===== src/rtl/axis_move_ramp_controller_defines.svh =====
// ----------------------------------------------------------------------------
// axis move ramp controller assertion macros
// shared concurrent assertion forms, clocked on clk_i, off during reset
// ----------------------------------------------------------------------------
`ifndef AXIS_MOVE_RAMP_CONTROLLER_DEFINES_SVH
`define AXIS_MOVE_RAMP_CONTROLLER_DEFINES_SVH

// same-cycle implication
`define AMRC_ASSERT_IMP(lbl, ante, cons, msg) \
  lbl: assert property (@(posedge clk_i) disable iff (!rst_ni) (ante) |-> (cons)) \
    else $error(msg);

// next-cycle implication
`define AMRC_ASSERT_NXT(lbl, ante, cons, msg) \
  lbl: assert property (@(posedge clk_i) disable iff (!rst_ni) (ante) |=> (cons)) \
    else $error(msg);

`endif


===== src/rtl/amrc_pkg.sv =====
// ----------------------------------------------------------------------------
// amrc_pkg
// types, constants and tables for the axis move ramp controller
// ----------------------------------------------------------------------------
`timescale 1ns / 1ps

package amrc_pkg;

  localparam int AXES    = 3;
  localparam int AX_W    = 2;
  localparam int POS_W   = 32;
  localparam int STALL_W = 16;
  localparam int TENTH_W = 10;
  localparam int SPEED_W = 11;
  localparam int RAMP_IW = 7;
  // 1000 * progress needs ten more bits than a position difference
  localparam int NUM_W   = POS_W + TENTH_W;
  localparam int CNT_W   = $clog2(NUM_W);
  // wide enough for signed positions and the scaled numerator
  localparam int ALU_W   = NUM_W + 2;

  localparam logic [STALL_W-1:0] STALL_RESET = STALL_W'(100);
  localparam logic [STALL_W-1:0] STALL_MAX   = {STALL_W{1'b1}};
  localparam logic [TENTH_W-1:0] TENTH_FULL  = TENTH_W'(1000);
  localparam logic [TENTH_W-1:0] RAMP_LO     = TENTH_W'(100);
  localparam logic [TENTH_W-1:0] RAMP_HI     = TENTH_W'(900);

  typedef enum logic [1:0] {
    OP_START  = 2'd0,
    OP_SAMPLE = 2'd1,
    OP_CANCEL = 2'd2
  } op_e;

  typedef enum logic [1:0] {
    ALU_ADD = 2'd0,
    ALU_SUB = 2'd1,
    ALU_MAG = 2'd2
  } alu_op_e;

  typedef enum logic [3:0] {
    S_IDLE,
    S_TOTAL,
    S_DONE,
    S_STEP,
    S_CHECK,
    S_MUL1,
    S_MUL2,
    S_DIV,
    S_FSUM,
    S_FCMP,
    S_SPEED
  } state_e;

  typedef struct packed {
    alu_op_e            op;
    logic [ALU_W-1:0]   a;
    logic [ALU_W-1:0]   b;
  } alu_req_t;

  typedef struct packed {
    logic [ALU_W-1:0]   res;
    logic               neg;
  } alu_rsp_t;

  // braking floor for step + (progress << k) beyond the move length
  function automatic logic [TENTH_W-1:0] floor_of(input logic [1:0] k);
    logic [TENTH_W-1:0] f;
    case (k)
      2'd0:    f = TENTH_W'(975);
      2'd1:    f = TENTH_W'(950);
      default: f = TENTH_W'(900);
    endcase
    return f;
  endfunction

  // sigmoid ramp, round(1000 / (1 + e^(7 - 0.14 d)))
  function automatic logic [TENTH_W-1:0] ramp(input logic [RAMP_IW-1:0] d);
    logic [TENTH_W-1:0] r;
    case (d)
      7'd0:  r = 10'd1;   7'd1:  r = 10'd1;   7'd2:  r = 10'd1;   7'd3:  r = 10'd1;
      7'd4:  r = 10'd2;   7'd5:  r = 10'd2;   7'd6:  r = 10'd2;   7'd7:  r = 10'd2;
      7'd8:  r = 10'd3;   7'd9:  r = 10'd3;   7'd10: r = 10'd4;   7'd11: r = 10'd4;
      7'd12: r = 10'd5;   7'd13: r = 10'd6;   7'd14: r = 10'd6;   7'd15: r = 10'd7;
      7'd16: r = 10'd8;   7'd17: r = 10'd10;  7'd18: r = 10'd11;  7'd19: r = 10'd13;
      7'd20: r = 10'd15;  7'd21: r = 10'd17;  7'd22: r = 10'd19;  7'd23: r = 10'd22;
      7'd24: r = 10'd26;  7'd25: r = 10'd29;  7'd26: r = 10'd34;  7'd27: r = 10'd38;
      7'd28: r = 10'd44;  7'd29: r = 10'd50;  7'd30: r = 10'd57;  7'd31: r = 10'd65;
      7'd32: r = 10'd74;  7'd33: r = 10'd85;  7'd34: r = 10'd96;  7'd35: r = 10'd109;
      7'd36: r = 10'd123; 7'd37: r = 10'd139; 7'd38: r = 10'd157; 7'd39: r = 10'd177;
      7'd40: r = 10'd198; 7'd41: r = 10'd221; 7'd42: r = 10'd246; 7'd43: r = 10'd273;
      7'd44: r = 10'd302; 7'd45: r = 10'd332; 7'd46: r = 10'd364; 7'd47: r = 10'd397;
      7'd48: r = 10'd430; 7'd49: r = 10'd465; 7'd50: r = 10'd500; 7'd51: r = 10'd535;
      7'd52: r = 10'd570; 7'd53: r = 10'd603; 7'd54: r = 10'd636; 7'd55: r = 10'd668;
      7'd56: r = 10'd698; 7'd57: r = 10'd727; 7'd58: r = 10'd754; 7'd59: r = 10'd779;
      7'd60: r = 10'd802; 7'd61: r = 10'd823; 7'd62: r = 10'd843; 7'd63: r = 10'd861;
      7'd64: r = 10'd877; 7'd65: r = 10'd891; 7'd66: r = 10'd904; 7'd67: r = 10'd915;
      7'd68: r = 10'd926; 7'd69: r = 10'd935; 7'd70: r = 10'd943; 7'd71: r = 10'd950;
      7'd72: r = 10'd956; 7'd73: r = 10'd962; 7'd74: r = 10'd966; 7'd75: r = 10'd971;
      7'd76: r = 10'd974; 7'd77: r = 10'd978; 7'd78: r = 10'd981; 7'd79: r = 10'd983;
      7'd80: r = 10'd985; 7'd81: r = 10'd987; 7'd82: r = 10'd989; 7'd83: r = 10'd990;
      7'd84: r = 10'd992; 7'd85: r = 10'd993; 7'd86: r = 10'd994; 7'd87: r = 10'd994;
      7'd88: r = 10'd995; 7'd89: r = 10'd996; 7'd90: r = 10'd996; 7'd91: r = 10'd997;
      7'd92: r = 10'd997; 7'd93: r = 10'd998; 7'd94: r = 10'd998; 7'd95: r = 10'd998;
      7'd96: r = 10'd998; 7'd97: r = 10'd999; 7'd98: r = 10'd999; 7'd99: r = 10'd999;
      default: r = 10'd1000;
    endcase
    return r;
  endfunction

endpackage


===== src/rtl/amrc_in_if.sv =====
// ----------------------------------------------------------------------------
// amrc_in_if
// command channel: start move, position sample or cancel
// ----------------------------------------------------------------------------
`timescale 1ns / 1ps

interface amrc_in_if;
  logic                               valid;
  logic                               ready;
  logic [1:0]                         op;
  logic [amrc_pkg::AX_W-1:0]          axis;
  logic signed [amrc_pkg::POS_W-1:0]  position;
  logic signed [amrc_pkg::POS_W-1:0]  target;

  modport source (output valid, op, axis, position, target, input ready);
  modport sink   (input valid, op, axis, position, target, output ready);
endinterface


===== src/rtl/amrc_out_if.sv =====
// ----------------------------------------------------------------------------
// amrc_out_if
// speed command channel, one transfer per sample on an active axis
// ----------------------------------------------------------------------------
`timescale 1ns / 1ps

interface amrc_out_if;
  logic                                 valid;
  logic                                 ready;
  logic [amrc_pkg::AX_W-1:0]            out_axis;
  logic signed [amrc_pkg::SPEED_W-1:0]  speed;
  logic                                 finished;

  modport source (output valid, out_axis, speed, finished, input ready);
  modport sink   (input valid, out_axis, speed, finished, output ready);
endinterface


===== src/rtl/amrc_alu.sv =====
// ----------------------------------------------------------------------------
// amrc_alu
// shared add, subtract and absolute-difference unit with sign flag
// ----------------------------------------------------------------------------
`timescale 1ns / 1ps

module amrc_alu (
  input  amrc_pkg::alu_req_t req_i,
  output amrc_pkg::alu_rsp_t rsp_o
);

  localparam int W = amrc_pkg::ALU_W;

  logic [W:0] diff;
  logic [W:0] rdiff;
  logic [W:0] sum;

  assign diff  = {req_i.a[W-1], req_i.a} - {req_i.b[W-1], req_i.b};
  assign rdiff = {req_i.b[W-1], req_i.b} - {req_i.a[W-1], req_i.a};
  assign sum   = {req_i.a[W-1], req_i.a} + {req_i.b[W-1], req_i.b};

  always_comb begin
    rsp_o.neg = diff[W];
    unique case (req_i.op)
      amrc_pkg::ALU_ADD: rsp_o.res = sum[W-1:0];
      amrc_pkg::ALU_SUB: rsp_o.res = diff[W-1:0];
      amrc_pkg::ALU_MAG: rsp_o.res = diff[W] ? rdiff[W-1:0] : diff[W-1:0];
      default:           rsp_o.res = diff[W-1:0];
    endcase
  end

endmodule


===== src/rtl/axis_move_ramp_controller.sv =====
// ----------------------------------------------------------------------------
// axis move ramp controller: start and cancel are taken in idle, configuration by cfg_we_i
// a sample runs total, done, step and check, then speed if the move ends there,
// else mul, the 42-step restoring divider on the shared alu and floor steps first
// one item in flight, the result register frees the input side at once
// rst_ni clears active flags and stall counters, stall_limit resets to 100
// ----------------------------------------------------------------------------
`timescale 1ns / 1ps

`include "axis_move_ramp_controller_defines.svh"

module axis_move_ramp_controller (
  input  logic                                  clk_i,
  input  logic                                  rst_ni,
  input  logic                                  cfg_we_i,
  input  logic [amrc_pkg::STALL_W-1:0]          cfg_data_i,
  amrc_in_if.sink                               item_i,
  amrc_out_if.source                            result_o
);

  localparam int W  = amrc_pkg::ALU_W;
  localparam int PW = amrc_pkg::POS_W;
  localparam int TW = amrc_pkg::TENTH_W;
  localparam int NW = amrc_pkg::NUM_W;
  localparam int CW = amrc_pkg::CNT_W;
  localparam int SW = amrc_pkg::STALL_W;

  amrc_pkg::state_e state_q, state_d;

  logic [amrc_pkg::AXES-1:0]    active_q;
  logic [SW-1:0]                stall_cnt_q [amrc_pkg::AXES];
  logic [SW-1:0]                stall_limit_q;
  logic signed [PW-1:0]         start_q  [amrc_pkg::AXES];
  logic signed [PW-1:0]         target_q [amrc_pkg::AXES];
  logic signed [PW-1:0]         prev_q   [amrc_pkg::AXES];

  logic [amrc_pkg::AX_W-1:0]    ax_q;
  logic signed [PW-1:0]         pos_q;
  logic [PW-1:0]                total_q;
  logic [PW-1:0]                done_q;
  logic [PW-1:0]                step_q;
  logic                         up_q;
  logic                         fin_q;
  logic [NW-1:0]                num_q;
  logic [PW-1:0]                rem_q;
  logic [TW-1:0]                quo_q;
  logic [CW-1:0]                cnt_q;
  logic [1:0]                   k_q;
  logic [W-1:0]                 sum_q;
  logic [TW-1:0]                tenth_q;

  logic                         out_valid_q;
  logic [amrc_pkg::AX_W-1:0]    out_axis_q;
  logic signed [amrc_pkg::SPEED_W-1:0] out_speed_q;
  logic                         out_fin_q;

  amrc_pkg::alu_req_t           alu_req;
  amrc_pkg::alu_rsp_t           alu_rsp;

  logic                         accept;
  logic                         axis_ok;
  logic                         out_load;
  logic                         total_zero;
  logic                         stall_hit;
  logic [SW-1:0]                stall_inc;
  logic                         stall_end;
  logic [PW:0]                  trial;
  logic [TW-1:0]                fl;
  logic [TW-1:0]                ramp_mag;
  logic [TW-1:0]                ramp_back;

  amrc_alu u_alu (
    .req_i (alu_req),
    .rsp_o (alu_rsp)
  );

  assign item_i.ready = (state_q == amrc_pkg::S_IDLE);
  assign accept       = item_i.valid && item_i.ready;
  assign axis_ok      = (int'(item_i.axis) < amrc_pkg::AXES);
  assign out_load     = (state_q == amrc_pkg::S_SPEED) && (!out_valid_q || result_o.ready);

  assign total_zero = (total_q == '0);
  assign stall_hit  = (done_q != '0) && (step_q == '0);
  assign stall_inc  = (stall_cnt_q[ax_q] == amrc_pkg::STALL_MAX) ? amrc_pkg::STALL_MAX
                                                                 : stall_cnt_q[ax_q] + 1'b1;
  assign stall_end  = stall_hit && (stall_inc > stall_limit_q);
  assign trial      = {rem_q, num_q[NW-1]};
  assign fl         = amrc_pkg::floor_of(k_q);

  // ramp index counts from the nearer end of the move
  assign ramp_back = amrc_pkg::TENTH_FULL - tenth_q;
  always_comb begin
    if (tenth_q < amrc_pkg::RAMP_LO) begin
      ramp_mag = amrc_pkg::ramp(tenth_q[amrc_pkg::RAMP_IW-1:0]);
    end else if (tenth_q > amrc_pkg::RAMP_HI) begin
      ramp_mag = amrc_pkg::ramp(ramp_back[amrc_pkg::RAMP_IW-1:0]);
    end else begin
      ramp_mag = amrc_pkg::TENTH_FULL;
    end
  end

  // sequencer
  always_comb begin
    state_d     = state_q;
    alu_req.op  = amrc_pkg::ALU_SUB;
    alu_req.a   = '0;
    alu_req.b   = '0;
    unique case (state_q)
      amrc_pkg::S_IDLE: begin
        if (accept && axis_ok && (item_i.op == amrc_pkg::OP_SAMPLE) &&
            active_q[item_i.axis]) begin
          state_d = amrc_pkg::S_TOTAL;
        end
      end
      amrc_pkg::S_TOTAL: begin
        // neg flag here means target above start
        alu_req.op = amrc_pkg::ALU_MAG;
        alu_req.a  = W'(start_q[ax_q]);
        alu_req.b  = W'(target_q[ax_q]);
        state_d    = amrc_pkg::S_DONE;
      end
      amrc_pkg::S_DONE: begin
        alu_req.op = amrc_pkg::ALU_MAG;
        alu_req.a  = W'(pos_q);
        alu_req.b  = W'(start_q[ax_q]);
        state_d    = amrc_pkg::S_STEP;
      end
      amrc_pkg::S_STEP: begin
        alu_req.op = amrc_pkg::ALU_MAG;
        alu_req.a  = W'(pos_q);
        alu_req.b  = W'(prev_q[ax_q]);
        state_d    = amrc_pkg::S_CHECK;
      end
      amrc_pkg::S_CHECK: begin
        // progress at or past the length, a zero length or a stall past the limit ends the move
        alu_req.a = W'(done_q);
        alu_req.b = W'(total_q);
        if (total_zero || stall_end || !alu_rsp.neg) begin
          state_d = amrc_pkg::S_SPEED;
        end else begin
          state_d = amrc_pkg::S_MUL1;
        end
      end
      amrc_pkg::S_MUL1: begin
        // 1000 * done as (done << 10) - (done << 4) - (done << 3)
        alu_req.a = W'({done_q, 10'b0});
        alu_req.b = W'({done_q, 4'b0});
        state_d   = amrc_pkg::S_MUL2;
      end
      amrc_pkg::S_MUL2: begin
        alu_req.a = sum_q;
        alu_req.b = W'({done_q, 3'b0});
        state_d   = amrc_pkg::S_DIV;
      end
      amrc_pkg::S_DIV: begin
        alu_req.a = W'(trial);
        alu_req.b = W'(total_q);
        if (cnt_q == CW'(NW - 1)) begin
          state_d = amrc_pkg::S_FSUM;
        end
      end
      amrc_pkg::S_FSUM: begin
        alu_req.op = amrc_pkg::ALU_ADD;
        alu_req.a  = W'(step_q);
        alu_req.b  = W'(done_q) << k_q;
        state_d    = amrc_pkg::S_FCMP;
      end
      amrc_pkg::S_FCMP: begin
        alu_req.a = W'(total_q);
        alu_req.b = sum_q;
        if (alu_rsp.neg || (k_q == 2'd2)) begin
          state_d = amrc_pkg::S_SPEED;
        end else begin
          state_d = amrc_pkg::S_FSUM;
        end
      end
      amrc_pkg::S_SPEED: begin
        if (out_load) begin
          state_d = amrc_pkg::S_IDLE;
        end
      end
      default: state_d = amrc_pkg::S_IDLE;
    endcase
  end

  always_ff @(posedge clk_i or negedge rst_ni) begin
    if (!rst_ni) begin
      state_q <= amrc_pkg::S_IDLE;
    end else begin
      state_q <= state_d;
    end
  end

  always_ff @(posedge clk_i or negedge rst_ni) begin
    if (!rst_ni) begin
      stall_limit_q <= amrc_pkg::STALL_RESET;
    end else if (cfg_we_i) begin
      stall_limit_q <= cfg_data_i;
    end
  end

  // active flags and stall counters
  always_ff @(posedge clk_i or negedge rst_ni) begin
    if (!rst_ni) begin
      active_q <= '0;
      for (int i = 0; i < amrc_pkg::AXES; i++) begin
        stall_cnt_q[i] <= '0;
      end
    end else begin
      if (accept) begin
        case (item_i.op)
          amrc_pkg::OP_START:  if (axis_ok) active_q[item_i.axis] <= 1'b1;
          amrc_pkg::OP_CANCEL: active_q <= '0;
          default: ;
        endcase
      end
      if ((state_q == amrc_pkg::S_CHECK) && !total_zero) begin
        stall_cnt_q[ax_q] <= stall_hit ? stall_inc : '0;
      end
      if (out_load && fin_q) begin
        active_q[ax_q] <= 1'b0;
      end
    end
  end

  // position stores
  always_ff @(posedge clk_i) begin
    if (accept && axis_ok && (item_i.op == amrc_pkg::OP_START)) begin
      start_q[item_i.axis]  <= item_i.position;
      prev_q[item_i.axis]   <= item_i.position;
      target_q[item_i.axis] <= item_i.target;
    end
    if (out_load) begin
      prev_q[ax_q] <= pos_q;
    end
  end

  // working registers
  always_ff @(posedge clk_i) begin
    unique case (state_q)
      amrc_pkg::S_IDLE: begin
        ax_q  <= item_i.axis;
        pos_q <= item_i.position;
        rem_q <= '0;
        quo_q <= '0;
        cnt_q <= '0;
        k_q   <= '0;
      end
      amrc_pkg::S_TOTAL: begin
        total_q <= alu_rsp.res[PW-1:0];
        up_q    <= alu_rsp.neg;
      end
      amrc_pkg::S_DONE:  done_q <= alu_rsp.res[PW-1:0];
      amrc_pkg::S_STEP:  step_q <= alu_rsp.res[PW-1:0];
      amrc_pkg::S_CHECK: fin_q  <= total_zero || stall_end || !alu_rsp.neg;
      amrc_pkg::S_MUL1:  sum_q  <= alu_rsp.res;
      amrc_pkg::S_MUL2:  num_q  <= alu_rsp.res[NW-1:0];
      amrc_pkg::S_DIV: begin
        // restoring step, quotient known to stay below 1000
        if (!alu_rsp.neg) begin
          rem_q <= alu_rsp.res[PW-1:0];
        end else begin
          rem_q <= trial[PW-1:0];
        end
        quo_q <= {quo_q[TW-2:0], !alu_rsp.neg};
        num_q <= {num_q[NW-2:0], 1'b0};
        cnt_q <= cnt_q + 1'b1;
      end
      amrc_pkg::S_FSUM: sum_q <= alu_rsp.res;
      amrc_pkg::S_FCMP: begin
        k_q <= k_q + 1'b1;
        if (alu_rsp.neg && (quo_q < fl)) begin
          tenth_q <= fl;
        end else begin
          tenth_q <= quo_q;
        end
      end
      default: ;
    endcase
  end

  // result register
  always_ff @(posedge clk_i or negedge rst_ni) begin
    if (!rst_ni) begin
      out_valid_q <= 1'b0;
    end else if (out_load) begin
      out_valid_q <= 1'b1;
    end else if (result_o.ready) begin
      out_valid_q <= 1'b0;
    end
  end

  always_ff @(posedge clk_i) begin
    if (out_load) begin
      out_axis_q <= ax_q;
      out_fin_q  <= fin_q;
      if (fin_q) begin
        out_speed_q <= '0;
      end else if (up_q) begin
        out_speed_q <= signed'({1'b0, ramp_mag});
      end else begin
        out_speed_q <= -signed'({1'b0, ramp_mag});
      end
    end
  end

  assign result_o.valid    = out_valid_q;
  assign result_o.out_axis = out_axis_q;
  assign result_o.speed    = out_speed_q;
  assign result_o.finished = out_fin_q;

  `AMRC_ASSERT_IMP(a_fin_zero, result_o.valid && result_o.finished, result_o.speed == '0,
                   "finished transfer with nonzero speed")
  `AMRC_ASSERT_IMP(a_run_moving, result_o.valid && !result_o.finished, result_o.speed != '0,
                   "running transfer with zero speed")
  `AMRC_ASSERT_IMP(a_quo_range, state_q == amrc_pkg::S_FSUM, quo_q < amrc_pkg::TENTH_FULL,
                   "progress quotient out of range")
  `AMRC_ASSERT_NXT(a_fin_clears, out_load && fin_q, !active_q[$past(ax_q)],
                   "finished move left axis active")

endmodule


===== src/flat_wrapper.sv =====
// flat-port wrapper written by rule: the top's interface ports become plain ports
module axis_move_ramp_controller_flat 
  (clk_i, rst_ni, cfg_we_i, cfg_data_i, item_i_valid, item_i_op, item_i_axis, item_i_position, item_i_target, item_i_ready, result_o_valid, result_o_out_axis, result_o_speed, result_o_finished, result_o_ready);
  amrc_in_if item_i_i ();
  amrc_out_if result_o_i ();
  input  logic clk_i;
  input  logic rst_ni;
  input  logic cfg_we_i;
  input  logic [amrc_pkg::STALL_W-1:0] cfg_data_i;
  input wire logic [$bits(item_i_i.valid)-1:0] item_i_valid;
  input wire logic [$bits(item_i_i.op)-1:0] item_i_op;
  input wire logic [$bits(item_i_i.axis)-1:0] item_i_axis;
  input wire logic [$bits(item_i_i.position)-1:0] item_i_position;
  input wire logic [$bits(item_i_i.target)-1:0] item_i_target;
  output wire logic [$bits(item_i_i.ready)-1:0] item_i_ready;
  output wire logic [$bits(result_o_i.valid)-1:0] result_o_valid;
  output wire logic [$bits(result_o_i.out_axis)-1:0] result_o_out_axis;
  output wire logic [$bits(result_o_i.speed)-1:0] result_o_speed;
  output wire logic [$bits(result_o_i.finished)-1:0] result_o_finished;
  input wire logic [$bits(result_o_i.ready)-1:0] result_o_ready;
  assign item_i_i.valid = item_i_valid;
  assign item_i_i.op = item_i_op;
  assign item_i_i.axis = item_i_axis;
  assign item_i_i.position = item_i_position;
  assign item_i_i.target = item_i_target;
  assign item_i_ready = item_i_i.ready;
  assign result_o_valid = result_o_i.valid;
  assign result_o_out_axis = result_o_i.out_axis;
  assign result_o_speed = result_o_i.speed;
  assign result_o_finished = result_o_i.finished;
  assign result_o_i.ready = result_o_ready;
  axis_move_ramp_controller u_core (.clk_i(clk_i), .rst_ni(rst_ni), .cfg_we_i(cfg_we_i), .cfg_data_i(cfg_data_i), .item_i(item_i_i), .result_o(result_o_i));
endmodule

===== config.mk =====
export PLATFORM = sky130hd
export DESIGN_NAME = axis_move_ramp_controller_flat
export DESIGN_NICKNAME = d
export VERILOG_FILES = /design/src/rtl/amrc_pkg.sv /design/src/rtl/amrc_in_if.sv /design/src/rtl/amrc_out_if.sv /design/src/rtl/amrc_alu.sv /design/src/rtl/axis_move_ramp_controller.sv /design/src/flat_wrapper.sv
export VERILOG_INCLUDE_DIRS = /design/src /design/src/rtl
export SDC_FILE = /design/constraint.sdc
export NUM_CORES = 2
export LEC_CHECK = 0
export BUFFER_PORTS_ARGS = -buffer_cell sky130_fd_sc_hd__buf_2
export CORE_MARGIN = 5
export CORE_UTILIZATION = 40
export DETAILED_ROUTE_END_ITERATION = 7
export GPL_TIMING_DRIVEN = 0
export HOLD_SLACK_MARGIN = 0.05
export PLACE_DENSITY = 0.59
export SYNTH_ARGS = -nofsm -noshare
export SYNTH_HDL_FRONTEND = slang
export SYNTH_SLANG_ARGS = --single-unit
export TNS_END_PERCENT = 30

===== constraint.sdc =====
create_clock -name clk_i -period 11.7 [get_ports clk_i]
set_input_delay 2.34 -clock clk_i [delete_from_list [all_inputs] [get_ports clk_i]]
set_output_delay 2.34 -clock clk_i [all_outputs]
set_load 0.02 [all_outputs]

# ---- Yosys cells after proc, flatten, opt, wreduce, memory -nomap -nowiden
# Memory sizes are Yosys's and may differ from the RTL's. A register that Yosys moved wholly into a read port is not among the register bits.
# Index checks and enable logic that the tools add are counted.
dict set report totals {
  regBits 364
  ram_bits 288
  romBits 2560
  input_bits 89
  output_inout_bits 16
  word_cells 163
  n_memories 5
}
# name words word_bits read_ports rd_clocked_by_memory_dff wr line
set mem_list {}
lappend mem_list {{(name not given)} 128 10 1 1 0 amrc_pkg.sv:79} ;# case (d)
lappend mem_list {{(name not given)} 128 10 1 0 0 amrc_pkg.sv:79}
lappend mem_list {u_core.prev_q 3 32 1 1 1 axis_move_ramp_controller.sv:35} ;# logic signed [PW-1:0] prev_q [amrc_pkg::AXES];
lappend mem_list {u_core.start_q 3 32 1 1 1 axis_move_ramp_controller.sv:33} ;# logic signed [PW-1:0] start_q [amrc_pkg::AXES];
lappend mem_list {u_core.target_q 3 32 1 1 1 axis_move_ramp_controller.sv:34} ;# logic signed [PW-1:0] target_q [amrc_pkg::AXES];
dict set report op_classes {
  addsub 8
  magnitude_cmp 11
  n_eq_ne 20
  n_shift 1
  muxes 52
  bitwise 4
  reduce_logical 37
}
# op count
set ops {}
lappend ops {{$pmux 88 s9} 1}
lappend ops {{$pmux 44 s2} 1}
lappend ops {{$pmux 42 s2} 1}
lappend ops {{$mux 16} 5}
lappend ops {{$logic_not 32->1} 2}
lappend ops {{$mux 32} 2}
lappend ops {{$pmux 32 s2} 1}
lappend ops {{$bwmux 48} 1}
lappend ops {{$sub 44x44->45} 1}
lappend ops {{$add 44x44->44} 1}
lappend ops {{$mux 44} 1}
lappend ops {{$pmux 4 s11} 1}
lappend ops {{$shl 32x2->44} 1}
lappend ops {{$sub 44x44->44} 1}
lappend ops {{$mux 10} 4}
lappend ops {{$bmux 16 s2} 1}
lappend ops {{$demux 16 s2} 1}
lappend ops {{$reduce_bool 32->1} 1}
lappend ops {{$reduce_or 32->1} 1}
lappend ops {{$pmux 10 s2} 1}
lappend ops {{$add 16x1->16 const B} 1}
lappend ops {{$eq 16x16->1 const B} 1}
lappend ops {{$eq 4x3->1 const B} 4}
lappend ops {{$gt 16x16->1} 1}
lappend ops {{other kinds (44)} 97}

# ---- Depth between registers and ports, before layout
dict set report depth {
  depth_word 12
  mapped_depth 29
  depth_no_buf 23
}

# ---- Cells and area by module
# Synthesis repeated with hierarchy kept, for this count alone.
dict set report hier_totals {
  hier_cells 4083
  area_unflattened_um2 40842.9
}
# mod instances cells_per_inst area_each_um2 seq_area_each_um2
set by_module_without_submodules {}
lappend by_module_without_submodules {axis_move_ramp_controller 1 2844 32726.4 19462.4}
lappend by_module_without_submodules {amrc_alu 1 1239 8116.5 0.0}

# ---- Least setup slack after synthesis
# Ideal clock, no wire load.
dict set report synth_path {
  path_type {input -> register}
  startpoint {input item_i_op[0]}
  endpoint {memory u_core.prev_q[1][0] in the netlist's numbering, enable pin}
  arrival_time_ps 10697
  t_required_ps 11272
  setup_slack_ps 575
  path_stages 3
  n_path_buf 0
  cell_sequence {nand3b_1 -> nor4b_1 -> o21bai_1}
}
dict set report synth_between {
  elab_chain_cells 5
}
# element line
set synth_rtl {}
lappend synth_rtl {{from (decl)} flat_wrapper.sv:11} ;# input wire logic [$bits(item_i_i.op)-1:0] item_i_op;
lappend synth_rtl {{$logic_not 2->1} axis_move_ramp_controller.sv:228} ;# if (accept && axis_ok && (item_i.op == amrc_pkg::OP_START)) begin
lappend synth_rtl {{$logic_and 1x1->1} axis_move_ramp_controller.sv:228}
lappend synth_rtl {{$mux 1} axis_move_ramp_controller.sv:228}
lappend synth_rtl {{$mux 1 (not written as such)} axis_move_ramp_controller.sv:230} ;# prev_q[item_i.axis] <= item_i.position;
lappend synth_rtl {{$mux 1 (no line)} n/a}
lappend synth_rtl {{to (decl)} axis_move_ramp_controller.sv:35}
# Every way passes these cells.

==> reports/qor.csv <==
metric,value,unit
result of the run,"finished, violations left",
violations in the final reports,"design-rule violations, max-capacitance violations",
CP Capture Type,flop,
synth top area cells,"sky130_fd_sc_hd__edfxtp_1 43%, sky130_fd_sc_hd__ha_1 5.5%, sky130_fd_sc_hd__dfrtp_1 4.3%",
actual slew at the worst max-slew pin,1470,ps
IO Count,105,
gp weighted congestion,1.06,
CP Buf/Inv Count,7,
via density per instance,6.25,
hold bufs inserted after CTS,0,
area grow syn2layout,12.3,%
Rows,116,
critical path's most frequent cell,sky130_fd_sc_hd__inv_1,
slack of the worst reg-to-reg path,1920,ps
GR Util All Layers,28.3,%
Netlist Area Pre-Place,0.0402,sq mm
wire length of the first global-routing pass,226000,um
Synth top area share,43.3,%
iteration count of the initial detailed-routing pass,8,
final hold violation count,0,
via count of the first global-routing pass,32376,
worst-path cell with the longest stage delay,sky130_fd_sc_hd__clkbuf_1,
max-slew violation count,0,
remaining antenna violation count after routing,0,
post-place instance area,0.0429,sq mm
ratio of cells with drive above 1 in the final layout,11.3,%
CORE AREA,0.100,sq mm
"Req. time, crit path",12230,ps
clock slew seen by the registers of the worst setup and hold paths,60,ps
post-detailed-placement half-perimeter wirelength,121000,um
top-count cell post-synth,sky130_fd_sc_hd__edfxtp_1,
filler cell count,9478,
CP Launch Type,flop,
maximum clock frequency,0.102,GHz
count of flip-flops with a built-in enable after synthesis,580,
Netlist cell types,112,
Initial Utilization,40.2,%
die extent in y,327,um
mean routed wirelength per cell,28.3,um
path type of the worst setup path,flop to flop,
TritonCTS clock tree,done,
share of flip-flops with an asynchronous set or reset after synthesis,10.8,%
post-layout instance count excluding filler cells,5542,
master cell of the clock root buffer,sky130_fd_sc_hd__clkbuf_16,
syn avg cell area,10.1,sq um
clock sink total,664,
setup clock skew after layout,25.1,ps
post-synthesis sequential area ratio,48.4,%
Hold/Removal Path Class,flop to flop,
leading post-synthesis cells by instance count,"580 x sky130_fd_sc_hd__edfxtp_1, 457 x sky130_fd_sc_hd__nand2_1, 343 x sky130_fd_sc_hd__nor2_1",
number of max-cap violations,1,
H-tree lvl count,3,
Die Width,327,um
number of endpoints failing setup at the final stage,0,
Total Neg Setup Slack,0,ps
post_cts resized,0,
detailed-route via count,34635,
die area,0.107,sq mm
dominant synthesized flop cell,sky130_fd_sc_hd__edfxtp_1,
number of violations reported at the end of detailed-routing iteration 0,5545,
crit share post-route,83.6,%
initial antenna violation count,5,
slew margin rel.,1.22,%
# DRC,5,
overflow left after global routing,0,
maximum fanout along the worst path,12,
Post-Synthesis Net Count,4239,
Synth area leader,sky130_fd_sc_hd__edfxtp_1,
largest net degree at the start of global routing,46,
worst-skew pair later-pin latency,640,ps
number of input and output port buffers inserted,104,
Yosys warnings,0,
fin crit period,9780,ps
Setup Buffers After CTS,0,
flip-flop and latch count after synthesis,664,
synthesized instance count,3970,
NumNets Final,4457,
"number of placed instances, taps included",5414,
top cell family by delay on the critical path,buffers and inverters,
slowest cell delay on critical path,880,ps
RSZ-0062 raised after global routing,no,
post-route cell area,0.0452,sq mm
final wirelength,157000,um
data arrival time of the critical path,10310,ps
Max clock buf depth,3,
number of buffers created by CTS,69,
worst paths after layout:
kind	start	to	cells after the start
worst max-delay path	u_core.state_q[3]$_DFFE_PN0P_	flop	26
worst min-delay path	u_core.stall_cnt_q[0]$_DFFE_PN0P_	u_core.stall_cnt_q[0]$_DFFE_PN0P_	2
worst max register to register	u_core.state_q[3]$_DFFE_PN0P_	flop	26
worst min register to register	u_core.stall_cnt_q[0]$_DFFE_PN0P_	u_core.stall_cnt_q[0]$_DFFE_PN0P_	2
max in group asynchronous	rst_ni	u_core.stall_cnt_q[30]$_DFFE_PN0P_	2
min in group asynchronous	rst_ni	u_core.result_o.valid$_DFFE_PN0P_	1
placed cells by master (no fill, tap or decap), types with 36 or more instances in the layout:
cell,count
sky130_fd_sc_hd__nor4_1,45
sky130_fd_sc_hd__a21o_1,72
sky130_fd_sc_hd__inv_1,185
sky130_fd_sc_hd__dfrtp_1,69
sky130_fd_sc_hd__o21bai_1,43
sky130_fd_sc_hd__o21ai_0,226
sky130_fd_sc_hd__buf_2,136
sky130_fd_sc_hd__o22ai_1,39
sky130_fd_sc_hd__buf_1,36
sky130_fd_sc_hd__buf_4,37
sky130_fd_sc_hd__a222oi_1,46
sky130_fd_sc_hd__nand3_1,60
sky130_fd_sc_hd__xnor2_1,53
sky130_fd_sc_hd__a22oi_1,105
sky130_fd_sc_hd__mux2i_1,142
sky130_fd_sc_hd__ha_1,177
sky130_fd_sc_hd__clkbuf_1,193
sky130_fd_sc_hd__nand2b_1,36
sky130_fd_sc_hd__a211oi_1,46
sky130_fd_sc_hd__edfxtp_1,580
sky130_fd_sc_hd__nand2_1,456
sky130_fd_sc_hd__clkbuf_16,70
sky130_fd_sc_hd__a21oi_1,306
sky130_fd_sc_hd__nor3_1,43
sky130_fd_sc_hd__mux2_2,75
sky130_fd_sc_hd__nor2_1,342
cell type report:
cell class              instances  area (sq um)  area share (%)
flip-flops and latches        664         19500            43.1
multi-input cells            2841         18900            42.0
clock buffers                  88          1830            4.05
well taps                    1298          1620            3.60
plain buffers                 265          1130            2.51
repair buffers                147          1030            2.28
inverters                     200           756            1.67
clock inverters                35           365           0.809
diodes                          4          10.0          0.0222
state kept, by name, summed over array words and instances (netlist names), 2 cells and up, named ones only:
name	count
u_core.ax_q	2
u_core.done_q	32
u_core.prev_q	96
u_core.quo_q	10
u_core.stall_limit_q	16
u_core.active_q	3
u_core.result_o.speed	11
u_core.cnt_q	6
u_core.k_q	2
u_core.start_q	96
u_core.state_q	4
u_core.result_o.out_axis	2
u_core.total_q	32
u_core.tenth_q	10
u_core.step_q	32
u_core.num_q	42
u_core.stall_cnt_q	48
u_core.pos_q	32
u_core.target_q	96
u_core.rem_q	32
u_core.sum_q	44
metal layers:
| metal | track usage, % | part of all wire [%] | up-vias |
|---|---|---|---|
| met5 | 0 | 0 | - |
| met4 | 11.0 | 4.8 | 0 |
| met3 | 7.31 | 11 | 383 |
| met2 | 42.2 | 43 | 2012 |
| met1 | 39.5 | 42 | 16941 |
| li1 | - | - | 15299 |
cells by family after synthesis:
| group | after synthesis | synth area share [%] |
|---|---|---|
| compound gates | 1208 | 20.7 |
| simple gates | 1153 | 13.0 |
| flops | 664 | 48.4 |
| buf+inv | 465 | 4.69 |
| mux | 223 | 5.93 |
| fa+ha+maj | 180 | 5.66 |
| xor+xnor | 77 | 1.68 |
stage by stage:
step / worst slack, ps / hold WS, ps / utilization (%)
2_1_floorplan: 575 / 448 / -
3_3_place_gp: -6070 / 462 / 42.4
3_5_place_dp: 2320 / 479 / 42.9
4_1_cts: 2280 / 492 / 45.1
5_1_grt: 1530 / 508 / 45.1
6_report: 1920 / 488 / 45.2
tightest hold or removal path: stages (launching register included):
cell                      delay [ps]
sky130_fd_sc_hd__dfrtp_1         340
sky130_fd_sc_hd__nand2_1          50
sky130_fd_sc_hd__o31ai_1          50
Power is not shown: default switching activity piles up to over one toggle a cycle in this logic, so the estimate is an artifact.
